$ cat config.mk
export PLATFORM = sky130hd
export DESIGN_NAME = job_table_with_lowest_free_id_unit
export DESIGN_NICKNAME = d
export VERILOG_FILES = /design/src/rtl/jt_pkg.sv /design/src/rtl/jt_cell.sv /design/src/rtl/jt_ctrl.sv /design/src/rtl/job_table_with_lowest_free_id_unit.sv
export SDC_FILE = /design/constraint.sdc
export NUM_CORES = 1
export LEC_CHECK = 0
export ABC_CLOCK_PERIOD_IN_PS = 11700
export BUFFER_PORTS_ARGS = -buffer_cell sky130_fd_sc_hd__buf_2
export CELL_PAD_IN_SITES_DETAIL_PLACEMENT = 1
export CELL_PAD_IN_SITES_GLOBAL_PLACEMENT = 2
export CORE_MARGIN = 4
export CORE_UTILIZATION = 38
export DETAILED_ROUTE_END_ITERATION = 7
export GPL_TIMING_DRIVEN = 0
export HOLD_SLACK_MARGIN = 0.02
export PLACE_DENSITY = 0.62
export REMOVE_ABC_BUFFERS = 1
export SYNTH_ARGS = -nofsm -noshare
export SYNTH_HDL_FRONTEND = slang
export SYNTH_HIERARCHICAL = 1
export SYNTH_SLANG_ARGS = --single-unit
$ cat constraint.sdc
create_clock -name i_clk -period 11.7 [get_ports i_clk]
set_clock_uncertainty 0.15 [all_clocks]
set_input_delay 2.34 -clock i_clk [delete_from_list [all_inputs] [get_ports i_clk]]
set_output_delay 2.34 -clock i_clk [all_outputs]
set_load 0.005 [all_outputs]
$ cat src/rtl/jt_pkg.sv
package jt_pkg;

    localparam int KEY_W    = 22;
    localparam int STATUS_W = 16;
    localparam int OUT_ID_W = 5;
    localparam int OUT_CNT_W = 5;

    typedef enum logic [1:0] {
        OP_ADD  = 2'd0,
        OP_FIND = 2'd1,
        OP_MARK = 2'd2,
        OP_REAP = 2'd3
    } t_op;

    typedef enum logic [1:0] {
        ERR_NONE    = 2'd0,
        ERR_FULL    = 2'd1,
        ERR_MISSING = 2'd2
    } t_err;

    typedef struct packed {
        logic [KEY_W-1:0]    key;
        logic                done;
        logic [STATUS_W-1:0] status;
    } t_payload;

    typedef struct packed {
        logic shift;
        logic put;
    } t_ring_ctl;

endpackage

$ cat src/rtl/jt_cell.sv
module jt_cell import jt_pkg::*; #(
    parameter int IW  = 5,
    parameter int IDX = 0
) (
    input  logic          i_clk,
    input  t_ring_ctl     i_ctl,
    input  logic [IW-1:0] i_len,
    input  logic [IW-1:0] i_put_idx,
    input  logic [IW-1:0] i_put_id,
    input  t_payload      i_put_pay,
    input  logic [IW-1:0] i_nbr_id,
    input  t_payload      i_nbr_pay,
    output logic [IW-1:0] o_id,
    output t_payload      o_pay
);

    localparam logic [IW-1:0] IDX_W  = IW'(IDX);
    localparam logic [IW-1:0] NEXT_W = IW'(IDX + 1);

    logic [IW-1:0] r_id;
    t_payload      r_pay;

    always_ff @(posedge i_clk) begin
        if (i_ctl.put && (i_put_idx == IDX_W)) begin
            r_id  <= i_put_id;
            r_pay <= i_put_pay;
        end else if (i_ctl.shift && (NEXT_W < i_len)) begin
            r_id  <= i_nbr_id;
            r_pay <= i_nbr_pay;
        end
    end

    assign o_id  = r_id;
    assign o_pay = r_pay;

endmodule

$ cat src/rtl/jt_ctrl.sv
module jt_ctrl import jt_pkg::*; #(
    parameter int ENTRIES = 16,
    parameter int IW      = 5
) (
    input  logic                 i_clk,
    input  logic                 i_rst_n,
    input  logic                 i_in_valid,
    output logic                 o_in_ready,
    input  logic [1:0]           i_op,
    input  logic [KEY_W-1:0]     i_group_key,
    input  logic [STATUS_W-1:0]  i_exit_status_in,
    output logic                 o_out_valid,
    input  logic                 i_out_ready,
    output logic                 o_ok,
    output logic [1:0]           o_error_code,
    output logic [OUT_ID_W-1:0]  o_job_id,
    output logic                 o_is_done,
    output logic [STATUS_W-1:0]  o_exit_status_out,
    output logic [OUT_CNT_W-1:0] o_entry_count,
    output t_ring_ctl            o_ctl,
    output logic [IW-1:0]        o_len,
    output logic [IW-1:0]        o_put_idx,
    output logic [IW-1:0]        o_put_id,
    output t_payload             o_put_pay,
    input  logic [IW-1:0]        i_head_id,
    input  t_payload             i_head_pay
);

    localparam logic [IW-1:0] FULL = IW'(ENTRIES);
    localparam logic [IW-1:0] ONE  = IW'(1);

    typedef enum logic [2:0] {
        S_IDLE,
        S_PASS,
        S_POST,
        S_SCAN,
        S_APPEND,
        S_DONE
    } t_state;

    t_state              r_state;
    t_op                 r_op;
    logic [KEY_W-1:0]    r_key;
    logic [STATUS_W-1:0] r_st;
    logic [IW-1:0]       r_count;
    logic [IW-1:0]       r_left;
    logic [IW-1:0]       r_cand;
    logic [ENTRIES:0]    r_used;
    logic                r_found;
    logic                r_ok;
    t_err                r_err;
    logic [IW-1:0]       r_id;
    logic                r_done;
    logic [STATUS_W-1:0] r_stat;

    logic                 r_out_valid;
    logic                 r_o_ok;
    logic [1:0]           r_o_err;
    logic [OUT_ID_W-1:0]  r_o_id;
    logic                 r_o_done;
    logic [STATUS_W-1:0]  r_o_stat;
    logic [OUT_CNT_W-1:0] r_o_cnt;

    logic match;

    assign match = (i_head_pay.key == r_key) && !r_found;

    always_comb begin
        o_ctl     = '0;
        o_put_idx = r_count - ONE;
        o_put_id  = i_head_id;
        o_put_pay = i_head_pay;
        unique case (r_state)
            S_PASS: begin
                o_ctl.shift = 1'b1;
                if (r_op == OP_REAP) begin
                    o_ctl.put = !i_head_pay.done;
                end else begin
                    o_ctl.put = 1'b1;
                    if (r_op == OP_MARK && match) begin
                        o_put_pay.done   = 1'b1;
                        o_put_pay.status = r_st;
                    end
                end
            end
            S_APPEND: begin
                o_ctl.put        = 1'b1;
                o_put_idx        = r_count;
                o_put_id         = r_id;
                o_put_pay.key    = r_key;
                o_put_pay.done   = 1'b0;
                o_put_pay.status = '0;
            end
            default: begin
            end
        endcase
    end

    assign o_len      = r_count;
    assign o_in_ready = (r_state == S_IDLE);

    always_ff @(posedge i_clk) begin
        if (!i_rst_n) begin
            r_state     <= S_IDLE;
            r_count     <= '0;
            r_out_valid <= 1'b0;
        end else begin
            if (r_out_valid && i_out_ready && (r_state != S_DONE)) begin
                r_out_valid <= 1'b0;
            end
            unique case (r_state)
                S_IDLE: begin
                    if (i_in_valid) begin
                        r_op    <= t_op'(i_op);
                        r_key   <= i_group_key;
                        r_st    <= i_exit_status_in;
                        r_found <= 1'b0;
                        r_ok    <= 1'b0;
                        r_err   <= ERR_NONE;
                        r_id    <= '0;
                        r_done  <= 1'b0;
                        r_stat  <= '0;
                        r_used  <= '0;
                        r_cand  <= ONE;
                        r_left  <= r_count;
                        if (t_op'(i_op) == OP_ADD && r_count == FULL) begin
                            r_err   <= ERR_FULL;
                            r_state <= S_DONE;
                        end else if (r_count == '0) begin
                            r_state <= S_POST;
                        end else begin
                            r_state <= S_PASS;
                        end
                    end
                end
                S_PASS: begin
                    r_left <= r_left - ONE;
                    unique case (r_op)
                        OP_ADD: begin
                            r_used[i_head_id] <= 1'b1;
                        end
                        OP_FIND, OP_MARK: begin
                            if (match) begin
                                r_found <= 1'b1;
                                r_id    <= i_head_id;
                                if (r_op == OP_FIND) begin
                                    r_done <= i_head_pay.done;
                                    r_stat <= i_head_pay.status;
                                end
                            end
                        end
                        OP_REAP: begin
                            if (i_head_pay.done) begin
                                r_count <= r_count - ONE;
                            end
                        end
                    endcase
                    if (r_left == ONE) begin
                        r_state <= S_POST;
                    end
                end
                S_POST: begin
                    unique case (r_op)
                        OP_ADD: begin
                            r_state <= S_SCAN;
                        end
                        OP_FIND, OP_MARK: begin
                            if (r_found) begin
                                r_ok <= 1'b1;
                            end else begin
                                r_err <= ERR_MISSING;
                            end
                            r_state <= S_DONE;
                        end
                        OP_REAP: begin
                            r_ok    <= 1'b1;
                            r_state <= S_DONE;
                        end
                    endcase
                end
                S_SCAN: begin
                    if (!r_used[r_cand]) begin
                        r_id    <= r_cand;
                        r_state <= S_APPEND;
                    end else begin
                        r_cand <= r_cand + ONE;
                    end
                end
                S_APPEND: begin
                    r_count <= r_count + ONE;
                    r_ok    <= 1'b1;
                    r_state <= S_DONE;
                end
                S_DONE: begin
                    if (!r_out_valid || i_out_ready) begin
                        r_out_valid <= 1'b1;
                        r_o_ok      <= r_ok;
                        r_o_err     <= r_err;
                        r_o_id      <= OUT_ID_W'(r_id);
                        r_o_done    <= r_done;
                        r_o_stat    <= r_stat;
                        r_o_cnt     <= OUT_CNT_W'(r_count);
                        r_state     <= S_IDLE;
                    end
                end
                default: begin
                    r_state <= S_IDLE;
                end
            endcase
        end
    end

    assign o_out_valid       = r_out_valid;
    assign o_ok              = r_o_ok;
    assign o_error_code      = r_o_err;
    assign o_job_id          = r_o_id;
    assign o_is_done         = r_o_done;
    assign o_exit_status_out = r_o_stat;
    assign o_entry_count     = r_o_cnt;

endmodule

$ cat src/rtl/job_table_with_lowest_free_id_unit.sv
// Flow: find, mark done and reap rotate the table once through the cell chain, then
// register the result. Add does one rotation plus a scan of the used-id map, then
// appends the new entry; add on a full table registers a full error without a rotation.
// Throughput: one transaction at a time; the next is accepted once the result is registered.
// Reset (synchronous, active low) empties the table; entry contents are not cleared.
module job_table_with_lowest_free_id_unit import jt_pkg::*; #(
    parameter int ENTRIES = 16
) (
    input  logic                 i_clk,
    input  logic                 i_rst_n,
    input  logic                 i_in_valid,
    output logic                 o_in_ready,
    input  logic [1:0]           i_op,
    input  logic [KEY_W-1:0]     i_group_key,
    input  logic [STATUS_W-1:0]  i_exit_status_in,
    output logic                 o_out_valid,
    input  logic                 i_out_ready,
    output logic                 o_ok,
    output logic [1:0]           o_error_code,
    output logic [OUT_ID_W-1:0]  o_job_id,
    output logic                 o_is_done,
    output logic [STATUS_W-1:0]  o_exit_status_out,
    output logic [OUT_CNT_W-1:0] o_entry_count
);

    localparam int IW = $clog2(ENTRIES + 1);

    t_ring_ctl     ctl;
    logic [IW-1:0] len;
    logic [IW-1:0] put_idx;
    logic [IW-1:0] put_id;
    t_payload      put_pay;

    logic [IW-1:0] cell_id  [0:ENTRIES];
    t_payload      cell_pay [0:ENTRIES];

    assign cell_id[ENTRIES]  = '0;
    assign cell_pay[ENTRIES] = '0;

    jt_ctrl #(
        .ENTRIES (ENTRIES),
        .IW      (IW)
    ) u_ctrl (
        .i_clk             (i_clk),
        .i_rst_n           (i_rst_n),
        .i_in_valid        (i_in_valid),
        .o_in_ready        (o_in_ready),
        .i_op              (i_op),
        .i_group_key       (i_group_key),
        .i_exit_status_in  (i_exit_status_in),
        .o_out_valid       (o_out_valid),
        .i_out_ready       (i_out_ready),
        .o_ok              (o_ok),
        .o_error_code      (o_error_code),
        .o_job_id          (o_job_id),
        .o_is_done         (o_is_done),
        .o_exit_status_out (o_exit_status_out),
        .o_entry_count     (o_entry_count),
        .o_ctl             (ctl),
        .o_len             (len),
        .o_put_idx         (put_idx),
        .o_put_id          (put_id),
        .o_put_pay         (put_pay),
        .i_head_id         (cell_id[0]),
        .i_head_pay        (cell_pay[0])
    );

    for (genvar g = 0; g < ENTRIES; g++) begin : g_cell
        jt_cell #(
            .IW  (IW),
            .IDX (g)
        ) u_cell (
            .i_clk     (i_clk),
            .i_ctl     (ctl),
            .i_len     (len),
            .i_put_idx (put_idx),
            .i_put_id  (put_id),
            .i_put_pay (put_pay),
            .i_nbr_id  (cell_id[g + 1]),
            .i_nbr_pay (cell_pay[g + 1]),
            .o_id      (cell_id[g]),
            .o_pay     (cell_pay[g])
        );
    end

endmodule
* Yosys cells after proc, flatten, opt, wreduce, memory -nomap -nowiden
Cells that the tools add are included.
** Storage, ports and cells
- ROM bits :: 0
- Bits in writable memories :: 0
- Output and inout bits :: 32
- Register bits :: 836
- Word-level logic and storage cells :: 359
- Bits in latches :: 0
- Memories kept :: 0
- Input bits :: 44
** Cells by class
- $mul :: 0
- $lt $le $gt $ge :: 19
- Eq/ne operators :: 42
- Reductions and logical operators :: 83
- Shifts and indexed selects :: 0
- Muxes and demuxes :: 125
- Add/subtract/negate cells :: 4
- Div/mod/pow operators :: 0
- Bitwise operators :: 1
** Operators by type and width (number)
- two-way mux 39 bit :: 32
- two-way mux 5 bit :: 43
- two-way mux 17 bit :: 4
- one-hot mux 17 bit (2 select lines) :: 2
- two-way mux 16 bit :: 4
- equality test 5 x 4 -> 1 bit, second input constant :: 8
- < comparator 4 x 5 -> 1 bit, first input constant :: 8
- nonzero test 2 bit :: 20
- logical AND 1 bit :: 38
- one-hot mux 16 bit (2 select lines) :: 1
- one-hot mux 5 bit (2 select lines) :: 3
- equality test 22 bit :: 1
- two-way mux 22 bit :: 1
- equality test 5 x 3 -> 1 bit, second input constant :: 4
- < comparator 3 x 5 -> 1 bit, first input constant :: 4
- != test 2 x 1 -> 1 bit, second input constant :: 10
- one-hot mux 3 bit (6 select lines) :: 1
- OR 17 bit :: 1
- two-way mux 1 bit :: 15
- two-way mux 3 bit :: 5
- one-hot mux 5 bit (3 select lines) :: 1
- AND reduction 5 bit :: 3
- < comparator 5 x 6 -> 1 bit, second input constant :: 2
- AND reduction 3 bit :: 4
- other kinds (35) :: 59

* Depth between registers and ports, before layout
- Word-level depth :: 7
- Mapped depth :: 11
- Gate-level depth less buffers :: 8

* By module
Netlist, hierarchy kept.
** Modules (own cells, without submodules)
- jt_ctrl :: instances 1, area each 6212.2 um^2, seq. area each 3873.7 um^2, cells each 533
- jt_cell at g_cell[1].u_cell ... :: instances 2, area each 2094.5 um^2, seq. area each 1321.3 um^2, cells each 98
- jt_cell at g_cell[4].u_cell ... :: instances 2, area each 2093.3 um^2, seq. area each 1321.3 um^2, cells each 98
- jt_cell at g_cell[0].u_cell ... :: instances 2, area each 2080.7 um^2, seq. area each 1321.3 um^2, cells each 97
- jt_cell at g_cell[11].u_cell :: instances 1, area each 2097.0 um^2, seq. area each 1321.3 um^2, cells each 98
- jt_cell at g_cell[13].u_cell :: instances 1, area each 2093.3 um^2, seq. area each 1321.3 um^2, cells each 97
- jt_cell at g_cell[9].u_cell :: instances 1, area each 2092.0 um^2, seq. area each 1321.3 um^2, cells each 99
- jt_cell at g_cell[15].u_cell :: instances 1, area each 2089.5 um^2, seq. area each 1321.3 um^2, cells each 97
- jt_cell at g_cell[5].u_cell :: instances 1, area each 2089.5 um^2, seq. area each 1321.3 um^2, cells each 98
- jt_cell at g_cell[3].u_cell :: instances 1, area each 2088.3 um^2, seq. area each 1321.3 um^2, cells each 98
- jt_cell at g_cell[10].u_cell :: instances 1, area each 2085.8 um^2, seq. area each 1321.3 um^2, cells each 98
- jt_cell at g_cell[14].u_cell :: instances 1, area each 2083.2 um^2, seq. area each 1321.3 um^2, cells each 96
- jt_cell at g_cell[12].u_cell :: instances 1, area each 2064.5 um^2, seq. area each 1321.3 um^2, cells each 97
- jt_cell at g_cell[2].u_cell :: instances 1, area each 2047.0 um^2, seq. area each 1321.3 um^2, cells each 97
- job_table_with_lowest_free_id_unit :: instances 1, area each 3.8 um^2, seq. area each 0.0 um^2, cells each 1

* Worst setup path after synthesis
Ideal clock, no wire load.
- Path type :: register to register
- From :: register u_ctrl.r_state[1]
- To :: register g_cell[10].u_cell.r_id[0], enable pin
- Setup time :: 0.506 ns
- Required time :: 11.044 ns
- Arrival :: 4.473 ns
- Stages on the path, launching flop included :: 7
- Path slack :: 6.570 ns
- Cell sequence :: dfxtp_1 > nor2_1 > nand2_1 > clkinv_1 > buf_1 > inv_1 > o21ai_0
** RTL lines
- start, declared :: RTL line jt_ctrl.sv:41 : t_state r_state;
- start signal, assigned :: RTL line jt_ctrl.sv:104 : r_state <= S_IDLE;
- start signal, assigned :: RTL line jt_ctrl.sv:128 : r_state <= S_DONE;
- start signal, assigned :: RTL line jt_ctrl.sv:130 : r_state <= S_POST;
- end signal, assigned :: RTL line jt_cell.sv:25 : r_id <= i_put_id;
- end signal, assigned :: RTL line jt_cell.sv:28 : r_id <= i_nbr_id;
- end, declared :: RTL line jt_cell.sv:20 : logic [IW-1:0] r_id;

* Worst setup path after layout
- From :: register u_ctrl.r_state[0]
- To :: register g_cell[9].u_cell.r_pay, in the netlist g_cell[9].u_cell/o_pay[10], enable pin
** On the way
- Longest elaborated chain between the ends :: 5
- Elaborated cells between the ends (all ways) :: 9
** Ends and longest elaborated chain
- equality test 3 bit :: RTL line jt_ctrl.sv:73 : unique case (r_state)
- two-way mux 5 bit :: RTL line jt_ctrl.sv:73
- via put_idx[3] :: RTL line job_table_with_lowest_free_id_unit.sv:30 : logic [IW-1:0] put_idx;
- equality test 5 x 4 -> 1 bit :: RTL line jt_cell.sv:24 : if (i_ctl.put && (i_put_idx == IDX_W)) begin
- logical AND 1 bit :: RTL line jt_cell.sv:24
- nonzero test 2 bit (no source line)
- end signal, assigned :: RTL line jt_cell.sv:26 : r_pay <= i_put_pay;
- end signal, assigned :: RTL line jt_cell.sv:29 : r_pay <= i_nbr_pay;
- end, declared :: RTL line jt_cell.sv:21 : t_payload r_pay;
The timed path passes the listed nets, and every way through them passes these cells.
A chain may end at the register's enable or synchronous reset.

==> flow_summary.ini <==
[synth]
syn_area_um2 = 39600
synth_flop_cell = edfxtp_1
yosysUniqueCellTypes = 73
synth_enable_flop_cells = 827
yosys_warnings = 6
postSynthAreaPerCell_um2 = 18.9
ys_seq_area_share_pct = 63.2
synthCells = 2095
synth-seq-cells = 836
async_flop_share_pct = 0

[timing]
worst_slew_pin_slew_ps = 1290
finalMaxSlewViolations = 0
fin_tns_setup_ps = 0
finalHoldViolations = 0
relSlewSlack_pct = 13.7
setup_violations = 0
rsz0062_at_grt = no
fin_crit_ps = 6600
fmax_mhz = 152
period_share_pct = 56.4

[worst_setup_path]
required_ps = 11890
r2r_start = u_ctrl/r_state[0]
critPathArrivalTime_ps = 6780
crit_start = u_ctrl/r_state[0]
startpoint_type = register
criticalPathCategory = register to register
worstPathMaxFanout = 54
end_kind = register

[detailed_routing]
vias_per_cell = 4.81
avgRoutedWirePerCell_um = 19.6
drt_wl_total_mm = 73.1
first_iter_violations = 925
firstDrtPassIters = 4
vias = 17900
ant_nets = 0
drc = 0

[power]
power_density_nw_per_um2 = 166
p_leak_uw = 0.0173
peakVddDrop_v = 0.000112

[clock_tree]
holdBufCountCts = 0
cts_inserted_buffers = 91
htreeDepth = 3
cts_resized = 0
clock_latency_ps = 630
cts_setup_buffers = 0
cts_tree = done
cts.reportedPaths.clkPinSlew_ps = 50
root_buffer = clkbuf_16
cts.sinks = 836
clock_path_buffers = 3

[global_route]
antenna_found_initial = 0
globalRouteOverflowTotal = 0
grtUsageTotal_pct = 13.4
grt_pass1_vias = 19600
grt_max_degree = 55
grt_first_pass_wirelength_mm = 116

[worst_hold_path]
hold_class = register to register
hp-start = u_ctrl/r_ok

[placed_design]
place_congestion = 0.720
portBuffers = 75
place_inst = 3572
place_hpwl_mm = 49.7

[floorplanning]
core_um2 = 103000
die_w_um = 331
io_pins = 76
initial_utilization_pct = 38.2
die_area_um2 = 109000
row_count = 118
die_h_um = 331

[status]
status = completed

[cells_and_area]
multiInputGateArea_um2 = 13300
fillers = 9851
syn_to_final_growth_pct = 13.0
nets = 2342
drive_above_1_share_pct = 44.2
num_antenna_cells = 0
seq_area_um2 = 25000
final_cells = 3733

[flow_run]
max-cap-violations = 0
kinds of logic (layout without fill, tap and decap cells):
logic type | after synthesis | after routing | share of synthesized area, %
AO/OA/AOI/OAI | 82 | 82 | 1.34
AND/OR/NAND/NOR | 264 | 264 | 3.53
adder cells (fa/ha/maj) | 13 | 13 | 0.411
other | 1 | 44 | 0.00947
multiplexers | 727 | 727 | 26.7
buffers and inverters | 138 | 353 | 4.06
flip-flops | 836 | 836 | 63.2
XOR/XNOR | 34 | 34 | 0.752
worst max-delay path, cell delays in order (launching register included):
cell and delay [ps]:
dfxtp_1 700, or3b_4 770, inv_2 540, or4_1 620
xnor2_2 710, nor4bb_1 390, nand3b_1 660, o211ai_1 640
buf_6 240, buf_4 200, buf_6 160, buf_4 200
buf_4 210
final cells by class:
cell class	instances	share of cell area (%)
tap	1380	3.86
clock buffer	116	5.42
inverter	34	0.288
sequential	836	55.9
timing repair buffer	158	3.87
multi-input combinational	1164	29.8
clock inverter	45	0.828
where the power goes:
part / switching [uW] / total [uW] / internal [uW] / leakage [uW]
clock network: 1140 / 2710 / 1570 / 0.00137
registers: 106 / 3630 / 3520 / 0.00755
logic: 673 / 1060 / 391 / 0.00836
final timing paths:
| check | slack (ps) | depth (start not counted) | endpoint |
|---|---|---|---|
| hold reg to reg | 270 | 0 | u_ctrl/o_ok |
| setup reg to reg | 5100 | 12 | g_cell[9].u_cell/o_pay[10] |
| hold / removal | 270 | 0 | u_ctrl/o_ok |
| setup / recovery | 5100 | 12 | g_cell[9].u_cell/o_pay[10] |
metrics by stage:
stage / power (uW) / instance area, um^2 / worst slack, ps / hold WS, ps / utilization [%]
finish: 7400 / 44700 / 5100 / 266 / 43.2
global route: 7760 / 44700 / 4700 / 276 / 43.2
CTS: 7540 / 44700 / 4050 / 271 / 43.2
detailed placement: 4760 / 41900 / 4050 / 257 / 40.5
global placement: 4650 / 40400 / -1910 / 251 / 39.0
floorplan: 4330 / 38300 / 3540 / 250 / -
Yosys cell counts (8+ instances only):
cell type	number	area share [%]
edfxtp_1	827	63
mux2_4	624	24
nand2_1	121	1.1
mux2_2	82	2.3
buf_12	56	2.8
nor2_1	43	0.41
inv_1	31	0.29
a21oi_1	26	0.33
buf_6	23	0.65
xor2_1	21	0.46
and2_1	18	0.28
clkbuf_1	18	0.17
mux2i_1	17	0.43
o21ai_0	14	0.18
ha_1	13	0.41
xnor2_1	13	0.29
nand3b_1	10	0.19
a31oi_1	9	0.14
dfxtp_1	9	0.46
nor4_1	8	0.13
flip-flops by register name, indices dropped and copies added (netlist names), 16 cells and up:
register                  count
u_ctrl/r_key                 22
g_cell.u_cell/o_pay         624
u_ctrl/r_stat                16
u_ctrl/r_used                17
g_cell.u_cell/o_id           80
u_ctrl/o_exit_status_out     16
u_ctrl/r_st                  16
metal layers:
layer / global-route usage (%) / part of all wire, %
met2: 22.6 / 48
met1: 17.9 / 46
met3: 2.32 / 3.5
met4: 3.57 / 2.0
met5: 0 / 0
cell usage in the layout (no fill, tap or decap), types with 21 or more instances in the layout:
| cell type | count |
|---|---|
| a21oi_1 | 25 |
| buf_2 | 75 |
| buf_8 | 36 |
| clkbuf_1 | 22 |
| clkbuf_16 | 93 |
| clkinv_1 | 21 |
| conb_1 | 44 |
| edfxtp_1 | 827 |
| inv_1 | 31 |
| mux2_2 | 82 |
| mux2_4 | 624 |
| nand2_1 | 112 |
| nor2_1 | 42 |
| xor2_1 | 21 |
No activity file was read; power rests on OpenSTA's default activity.
